`src/rtl/core/mpi_pkg.sv`:
```
`default_nettype none

package mpi_pkg;

  // Profile codes held in the configuration register
  typedef enum logic [1:0] {
    MODE_ACCEL_DECEL = 2'd0,
    MODE_ACCEL       = 2'd1,
    MODE_DECEL       = 2'd2,
    MODE_LINEAR      = 2'd3
  } mode_e;

  localparam int unsigned POS_W   = 8;              // positions and distance
  localparam int unsigned FRM_W   = 16;             // frame index and count
  localparam int unsigned SQ_W    = 2 * FRM_W;      // squared frame terms
  localparam int unsigned K_W     = POS_W + 2;      // distance coefficients
  localparam int unsigned NUM_W   = K_W + SQ_W;     // scaled profile value
  localparam int unsigned DEN_W   = SQ_W + 1;       // 2 * count^2
  localparam int unsigned QUO_W   = POS_W;          // quotient never exceeds distance

  // Word that rides alongside the arithmetic to the final mirror step
  typedef struct packed {
    logic [POS_W-1:0] base;   // lower of the two positions
    logic [POS_W-1:0] span;   // absolute distance
    logic             swap;   // start above end: mirror the result
  } side_t;

endpackage

`default_nettype wire

```
`src/rtl/core/mpi_div.sv`:
```
`default_nettype none

// Restoring divider, one quotient bit per register stage, elastic handshake.
module mpi_div (
  input  wire logic                        clk_i,
  input  wire logic                        rst_ni,
  input  wire logic                        in_valid_i,
  output logic                             in_ready_o,
  input  wire logic [mpi_pkg::NUM_W-1:0]   num_i,
  input  wire logic [mpi_pkg::DEN_W-1:0]   den_i,
  input  wire mpi_pkg::side_t              side_i,
  output logic                             out_valid_o,
  input  wire logic                        out_ready_i,
  output logic [mpi_pkg::QUO_W-1:0]        quot_o,
  output logic                             rem_nz_o,
  output mpi_pkg::side_t                   side_o
);
  import mpi_pkg::*;

  logic [NUM_W-1:0] rem_q  [QUO_W];
  logic [DEN_W-1:0] den_q  [QUO_W];
  logic [QUO_W-1:0] quo_q  [QUO_W];
  side_t            side_q [QUO_W];
  logic [QUO_W-1:0] v_q;
  logic [QUO_W:0]   rdy;

  // A stage takes a word when empty or when the next one moves on
  assign rdy[QUO_W] = out_ready_i;
  assign in_ready_o = rdy[0];

  for (genvar j = 0; j < QUO_W; j++) begin : g_stage
    localparam int unsigned Sh = QUO_W - 1 - j;
    logic [NUM_W-1:0] rem_in;
    logic [DEN_W-1:0] den_in;
    logic [QUO_W-1:0] quo_in;
    side_t            side_in;
    logic             v_in;
    logic [NUM_W-1:0] dsh;
    logic             ge;

    if (j == 0) begin : g_first
      assign rem_in  = num_i;
      assign den_in  = den_i;
      assign quo_in  = '0;
      assign side_in = side_i;
      assign v_in    = in_valid_i;
    end else begin : g_next
      assign rem_in  = rem_q[j-1];
      assign den_in  = den_q[j-1];
      assign quo_in  = quo_q[j-1];
      assign side_in = side_q[j-1];
      assign v_in    = v_q[j-1];
    end

    assign rdy[j] = ~v_q[j] | rdy[j+1];

    // Trial subtract of the shifted divisor
    assign dsh = NUM_W'(den_in) << Sh;
    assign ge  = (rem_in >= dsh);

    always_ff @(posedge clk_i or negedge rst_ni) begin
      if (!rst_ni) begin
        v_q[j] <= 1'b0;
      end else if (rdy[j]) begin
        v_q[j] <= v_in;
      end
    end

    always_ff @(posedge clk_i) begin
      if (rdy[j]) begin
        rem_q[j]  <= ge ? (rem_in - dsh) : rem_in;
        den_q[j]  <= den_in;
        quo_q[j]  <= {quo_in[QUO_W-2:0], ge};
        side_q[j] <= side_in;
      end
    end
  end

  assign out_valid_o = v_q[QUO_W-1];
  assign quot_o      = quo_q[QUO_W-1];
  assign rem_nz_o    = |rem_q[QUO_W-1];
  assign side_o      = side_q[QUO_W-1];

endmodule

`default_nettype wire

```
`src/rtl/core/motion_profile_interpolator.sv`:
```
// Motion-profile interpolator for one servo.
// Input stream (s_axis): one word per request carrying start and end
// position, frame index and frame count. The index is clamped to the count
// and a count of zero is taken as one. Output stream (m_axis): one word per
// request with the interpolated position, floored to a byte and mirrored
// when start lies above end.
// The profile register (cfg_we_i / cfg_wdata_i) picks accel-decel,
// accelerate, decelerate or linear; write it only while the block is idle.
// Pipeline: four stages of clamp, squaring, coefficient products and the
// numerator sum, eight stages of the restoring divider (one quotient bit
// each), one output register.
// Throughput: one request per cycle, sustained while the receiver takes every word.
// Reset empties every stage and sets the profile to linear.
// When the receiver stalls, the output word holds and each stage keeps
// taking words until it is full, so requests are accepted until the whole
// pipeline is occupied; nothing is lost or repeated.
`default_nettype none

module motion_profile_interpolator (
  input  wire logic        clk_i,
  input  wire logic        rst_ni,
  input  wire logic        cfg_we_i,
  input  wire logic [1:0]  cfg_wdata_i,     // profile_mode
  input  wire logic        s_axis_tvalid_i,
  output logic             s_axis_tready_o,
  // [7:0] start_position, [15:8] end_position,
  // [31:16] frame_index, [47:32] frame_count
  input  wire logic [47:0] s_axis_tdata_i,
  output logic             m_axis_tvalid_o,
  input  wire logic        m_axis_tready_i,
  output logic [7:0]       m_axis_tdata_o   // [7:0] position
);
  import mpi_pkg::*;

  mode_e mode_q;

  logic [POS_W-1:0] in_start, in_end, in_base, in_dist;
  logic [FRM_W-1:0] in_index, in_count, n_c, i_c, r_c;
  logic [POS_W-2:0] in_half;
  logic             in_swap;
  logic [K_W-1:0]   k1_d, k2_d;
  logic             sub_d;
  logic [FRM_W-1:0] xa_d, xb_d;
  logic [FRM_W:0]   i2_c;

  // stage 0: clamp and coefficients
  logic             v0_q;
  side_t            side0_q;
  logic [K_W-1:0]   k1_0_q, k2_0_q;
  logic             sub0_q;
  logic [FRM_W-1:0] n0_q, xa0_q, xb0_q;
  // stage 1: squares
  logic             v1_q;
  side_t            side1_q;
  logic [K_W-1:0]   k1_1_q, k2_1_q;
  logic             sub1_q;
  logic [SQ_W-1:0]  nn1_q, x1_q;
  // stage 2: scaled terms
  logic             v2_q;
  side_t            side2_q;
  logic             sub2_q;
  logic [NUM_W-1:0] t1_2_q, t2_2_q;
  logic [DEN_W-1:0] den2_q;
  // stage 3: numerator
  logic             v3_q;
  side_t            side3_q;
  logic [NUM_W-1:0] num3_q;
  logic [DEN_W-1:0] den3_q;
  // output stage
  logic             mv_q;
  logic [POS_W-1:0] pos_q, pos_d;

  logic             rdy0, rdy1, rdy2, rdy3, rdy_out;
  logic             div_in_ready, div_valid, div_nz;
  logic [QUO_W-1:0] div_quot;
  side_t            div_side;

  // Profile register
  always_ff @(posedge clk_i or negedge rst_ni) begin
    if (!rst_ni) begin
      mode_q <= MODE_LINEAR;
    end else if (cfg_we_i) begin
      mode_q <= mode_e'(cfg_wdata_i);
    end
  end

  // Ready chain, back from the output register
  assign rdy_out         = ~mv_q | m_axis_tready_i;
  assign rdy3            = ~v3_q | div_in_ready;
  assign rdy2            = ~v2_q | rdy3;
  assign rdy1            = ~v1_q | rdy2;
  assign rdy0            = ~v0_q | rdy1;
  assign s_axis_tready_o = rdy0;

  // Unpack, clamp the index and count, and order the two positions
  assign in_start = s_axis_tdata_i[7:0];
  assign in_end   = s_axis_tdata_i[15:8];
  assign in_index = s_axis_tdata_i[31:16];
  assign in_count = s_axis_tdata_i[47:32];
  assign n_c      = (in_count == '0) ? FRM_W'(1) : in_count;
  assign i_c      = (in_index > n_c) ? n_c : in_index;
  assign r_c      = n_c - i_c;
  assign i2_c     = {i_c, 1'b0};
  assign in_swap  = (in_start > in_end);
  assign in_base  = in_swap ? in_end : in_start;
  assign in_dist  = in_swap ? (in_start - in_end) : (in_end - in_start);
  assign in_half  = in_dist[POS_W-1:1];

  // Scaled value p = k1 * n^2 +/- k2 * xa * xb, over 2 * n^2
  always_comb begin
    k1_d  = '0;
    k2_d  = {1'b0, in_dist, 1'b0};
    sub_d = 1'b0;
    xa_d  = i_c;
    xb_d  = n_c;
    case (mode_q)
      MODE_ACCEL: begin
        xb_d = i_c;
      end
      MODE_DECEL: begin
        k1_d  = {1'b0, in_dist, 1'b0};
        sub_d = 1'b1;
        xa_d  = r_c;
        xb_d  = r_c;
      end
      MODE_ACCEL_DECEL: begin
        xb_d = i_c;
        if (i2_c < {1'b0, n_c}) begin
          k2_d = {in_half, 3'b000};
        end else if (i2_c > {1'b0, n_c}) begin
          k1_d  = K_W'({in_half, 1'b0}) + K_W'(in_dist);
          k2_d  = {in_half, 3'b000};
          sub_d = 1'b1;
          xa_d  = r_c;
          xb_d  = r_c;
        end else begin
          k1_d = K_W'({in_half, 1'b0});
          k2_d = '0;
        end
      end
      default: begin
        k2_d = {1'b0, in_dist, 1'b0};
      end
    endcase
  end

  // Valid bits of the front stages
  always_ff @(posedge clk_i or negedge rst_ni) begin
    if (!rst_ni) begin
      v0_q <= 1'b0;
      v1_q <= 1'b0;
      v2_q <= 1'b0;
      v3_q <= 1'b0;
    end else begin
      if (rdy0) v0_q <= s_axis_tvalid_i;
      if (rdy1) v1_q <= v0_q;
      if (rdy2) v2_q <= v1_q;
      if (rdy3) v3_q <= v2_q;
    end
  end

  // Stage 0: capture clamped operands and coefficients
  always_ff @(posedge clk_i) begin
    if (rdy0) begin
      side0_q <= '{base: in_base, span: in_dist, swap: in_swap};
      k1_0_q  <= k1_d;
      k2_0_q  <= k2_d;
      sub0_q  <= sub_d;
      n0_q    <= n_c;
      xa0_q   <= xa_d;
      xb0_q   <= xb_d;
    end
  end

  // Stage 1: count squared and the frame product
  always_ff @(posedge clk_i) begin
    if (rdy1) begin
      side1_q <= side0_q;
      k1_1_q  <= k1_0_q;
      k2_1_q  <= k2_0_q;
      sub1_q  <= sub0_q;
      nn1_q   <= n0_q * n0_q;
      x1_q    <= xa0_q * xb0_q;
    end
  end

  // Stage 2: scale both terms by the distance coefficients
  always_ff @(posedge clk_i) begin
    if (rdy2) begin
      side2_q <= side1_q;
      sub2_q  <= sub1_q;
      t1_2_q  <= NUM_W'(k1_1_q) * NUM_W'(nn1_q);
      t2_2_q  <= NUM_W'(k2_1_q) * NUM_W'(x1_q);
      den2_q  <= {nn1_q, 1'b0};
    end
  end

  // Stage 3: combine into the numerator
  always_ff @(posedge clk_i) begin
    if (rdy3) begin
      side3_q <= side2_q;
      num3_q  <= sub2_q ? (t1_2_q - t2_2_q) : (t1_2_q + t2_2_q);
      den3_q  <= den2_q;
    end
  end

  mpi_div u_div (
    .clk_i       (clk_i),
    .rst_ni      (rst_ni),
    .in_valid_i  (v3_q),
    .in_ready_o  (div_in_ready),
    .num_i       (num3_q),
    .den_i       (den3_q),
    .side_i      (side3_q),
    .out_valid_o (div_valid),
    .out_ready_i (rdy_out),
    .quot_o      (div_quot),
    .rem_nz_o    (div_nz),
    .side_o      (div_side)
  );

  // Floor from the lower end, or mirror with a ceiling from the upper end
  assign pos_d = div_side.swap
               ? (div_side.base + div_side.span - div_quot - POS_W'(div_nz))
               : (div_side.base + div_quot);

  always_ff @(posedge clk_i or negedge rst_ni) begin
    if (!rst_ni) begin
      mv_q <= 1'b0;
    end else if (rdy_out) begin
      mv_q <= div_valid;
    end
  end

  always_ff @(posedge clk_i) begin
    if (rdy_out) begin
      pos_q <= pos_d;
    end
  end

  assign m_axis_tvalid_o = mv_q;
  assign m_axis_tdata_o  = pos_q;

endmodule

`default_nettype wire

```
`config.mk`:
```
export PLATFORM = sky130hd
export DESIGN_NAME = motion_profile_interpolator
export DESIGN_NICKNAME = d
export VERILOG_FILES = /design/src/rtl/core/mpi_pkg.sv /design/src/rtl/core/mpi_div.sv /design/src/rtl/core/motion_profile_interpolator.sv
export SDC_FILE = /design/constraint.sdc
export NUM_CORES = 2
export LEC_CHECK = 0
export BUFFER_PORTS_ARGS = -buffer_cell sky130_fd_sc_hd__buf_2
export CAP_MARGIN = 15
export CORE_UTILIZATION = 35
export DETAILED_ROUTE_END_ITERATION = 12
export PLACE_DENSITY = 0.57
export SYNTH_ARGS = -nofsm -noshare
export SYNTH_HDL_FRONTEND = slang
export SYNTH_SLANG_ARGS = --single-unit
export TNS_END_PERCENT = 50
```
`constraint.sdc`:
```
create_clock -name clk_i -period 19 [get_ports clk_i]
set_input_delay 3.8 -clock clk_i [delete_from_list [all_inputs] [get_ports clk_i]]
set_output_delay 3.8 -clock clk_i [all_outputs]
set_load 0.01 [all_outputs]
```
==> results by group <==
Timing
  • Pins Over Slew Limit: 0
  • Final min period: 10690 ps
  • Final period util: 56.3%
  • Fmax: 0.0935 GHz
  • Setup Skew: 60.9 ps
  • Rel. slew slack: 16.8%
  • RSZ-0062 raised after global routing: false
  • Worst slew pin tran: 1240 ps
  • Setup TNS Final: 0 ps
  • # setup viols final: 0
  • Final-report hold violation count: 0

Synth
  • Synth Register Bits: 1153
  • Syn_area_per_cell: 10.7 µm²
  • Syn Nets: slightly above 10000
  • Synth warn: 0
  • Yosys cell types: ~110
  • Post-Syn Area: approximately 90000 µm²
  • Sequential area share after synthesis: 37.5%
  • Top_reg_cell synth: edfxtp_1
  • Post-synth ARST share: 1.30%
  • Post-synth EDFFs: 1138
  • Post-synthesis cell count: 8593

Setup path
  • Crit path max fanout: 21
  • Crit-path leading delay family: simple AND/OR/NAND/NOR gates
  • Crit-path cells: buf_2 -> nor2b_1 -> nand2_2 -> nor2_1 -> and2_1 -> and3_1 -> and2_1 -> nand3_4 -> nor2_1 -> nand2_4 -> buf_2
  • WS Path Type: in -> out
  • Critical path depth: 11
  • CP max-delay cell: nor2b_1
  • WP buf/inv: 2
  • Critical path endpoint category: output pin
  • CP Launch Type: input pin
  • Cells on worst reg2reg path: 22
  • WP data required: 15200 ps
  • CP max stage delay: 470 ps
  • CP Data Arrival Time: a little under 7000 ps

Clock tree
  • Post-cts sizing count: 0
  • Root Driver: clkbuf_16
  • CTS Sinks: 1153
  • CTS tree: built
  • TritonCTS buffer count: around 130
  • Clock Path Buffers: 3
  • H-tree Lvls: 4
  • Clk_lat worst skew: about 790 ps
  • Hold_buf cts: 0
  • Postcts setup bufs: 0
  • Clock transition at path regs: 70 ps

Drt
  • 1st-pass router iterations: 6
  • WL per Instance: 17.2 µm
  • Vias per inst: 4.90
  • Drc violations: 0
  • Final WL: 210000 µm
  • Starting DRT DRC Count: approximately 2900
  • DR vias: between 60000 and 70000
  • Antenna viol nets, final: 0

GRT
  • Total track usage: 15.9%
  • Vias in the first global route: 63300
  • Largest net degree at the start of global routing: 79
  • First-pass GRT wire length: 337000 µm
  • Gr ovfl total: 0
  • Initial antenna violation count: 8

Die
  • Die Height: between 500 and 600 µm
  • Core Rows: approximately 190
  • Die ar.: 265000 µm²
  • Die W: 515 µm
  • Initial core utilization: between 30% and 40%
  • Number of I/O pins: 65
  • Core area: 262000 µm²

Place
  • GPL Wtd Cong: 0.928
  • Port Buffers: 64
  • Cell Count Post-Placement: 12000
  • DP HPWL: 167000 µm

Final layout
  • Share of cells above drive strength 1: 5.99%
  • Most frequent cells in the layout: inv_1, edfxtp_1, fa_1
  • Layout area overhead: 9.57%
  • Filler cell count: 25400
  • Nets: 10200
  • Most common cell after layout, fill and taps aside: inv_1
  • Post-Layout Cell Count: 12300

Worst hold path
  • Hold depth: 0
  • Worst hold path class: reg -> reg

Run status
  • Status: finished clean

Run
  • Max_cap viols: 0
sequential cells by signal (all words and copies together) (netlist names), 17 cells and up:
name          cells
u_div.side_q    136
side2_q          17
t2_2_q           41
side1_q          17
nn1_q            31
t1_2_q           42
den2_q           31
num3_q           42
side3_q          17
u_div.rem_q     336
u_div.quo_q      36
u_div.den_q     217
x1_q             32
den3_q           31
side0_q          17
worst reg2reg max path: stages, from the launching register on:
cell,delay [ps]
edfxtp_1,830
inv_1,400
nor2_1,310
fa_1,470
inv_1,90
fa_1,430
fa_1,510
inv_1,50
fa_1,520
inv_1,50
fa_1,450
fa_1,490
inv_1,40
ha_1,350
a21o_1,180
a21o_1,130
a31oi_1,60
o32ai_1,560
nand3_1,200
a31oi_1,340
a21oi_1,140
o21ai_0,210
xnor2_1,80
per-layer routing:
layer  part of all wire (%)  routed length, µm  global-route usage [%]
met3                    3.3               7000                    2.10
met5                 0.0038                  8                       0
met4                    3.7               7890                    6.03
met1                     43              90700                    19.1
met2                     50             105000                    28.8
cell usage after synthesis, types with 16 or more instances:
cell type	count	area, µm²
a31o_2	18	158
o211ai_1	30	225
and2_1	476	2980
nor2b_1	51	319
mux2i_1	37	370
buf_2	21	105
a31oi_1	48	300
nand2b_1	75	469
xnor2_1	331	2900
ha_1	779	9750
mux2_2	69	777
o21bai_1	65	488
or3_1	29	181
o22ai_1	21	131
or2_2	20	125
nand2_1	762	2860
o21a_1	66	495
nor3_1	86	430
and3_1	46	288
nand4_1	62	388
a21o_1	242	1820
edfxtp_1	1138	34200
o21ai_0	239	1200
clkbuf_1	180	676
a21oi_1	499	2500
xor2_1	160	1400
nor2_1	434	1630
a211oi_1	25	188
nor4_1	36	225
inv_1	1329	4990
fa_1	782	15700
mux2_4	20	300
o31ai_1	19	143
nand3_1	94	470
a211o_1	16	140
logic make-up (layout without fill, tap and decap cells):
logic type | after synthesis | after routing | share of synthesized area [%]
flip-flops | 1153 | 1153 | 37.5
other | 0 | 3 | 0
adder cells (fa/ha/maj) | 1561 | 1561 | 27.6
multiplexers | 128 | 128 | 1.61
AO/OA/AOI/OAI | 1471 | 1471 | 10.4
AND/OR/NAND/NOR | 2236 | 2236 | 11.9
buffers and inverters | 1553 | 1696 | 6.45
XOR/XNOR | 491 | 491 | 4.67
final cells by class:
class,instances,area [µm²],area share (%)
clock buffers,157,3470,3.43
inverters,1331,5010,4.96
well taps,3515,4400,4.35
repair buffers,127,831,0.822
clock inverters,81,975,0.965
flip-flops and latches,1153,34600,34.2
diodes,3,7.51,0.00743
multi-input cells,5887,51800,51.3
per-stage QoR:
stage / hold WS [ps] / instance area (µm²) / setup WS, ps / utilization (%)
2_1_floorplan: 400 / 92200 / 3380 / -
3_3_place_gp: 403 / 96500 / 8310 / 36.8
3_5_place_dp: 405 / 96600 / 8240 / 36.8
4_1_cts: 393 / 101000 / 8200 / 38.5
5_1_grt: 392 / 101000 / 7970 / 38.5
6_report: 394 / 101000 / 8310 / 38.5
path summary, 6_finish.rpt:
path,startpoint,end,slack [ps]
min,k2_0_q[6]$_DFFE_PP_,k2_1_q[6]$_DFFE_PP_,390
max,m_axis_tready_i,s_axis_tready_o,8310
min in group asynchronous,rst_ni,v0_q$_DFFE_PN0P_,3070
max in group asynchronous,rst_ni,u_div.g_stage[6].v_in$_DFFE_PN0P_,15470
max reg2reg,n0_q[8]$_DFFE_PP_,nn1_q[29]$_DFFE_PP_,11890
min reg2reg,k2_0_q[6]$_DFFE_PP_,k2_1_q[6]$_DFFE_PP_,390
Power is left out: the tool's default activity adds up to more than one toggle a clock period on the data nets, which glitch-free logic cannot reach.
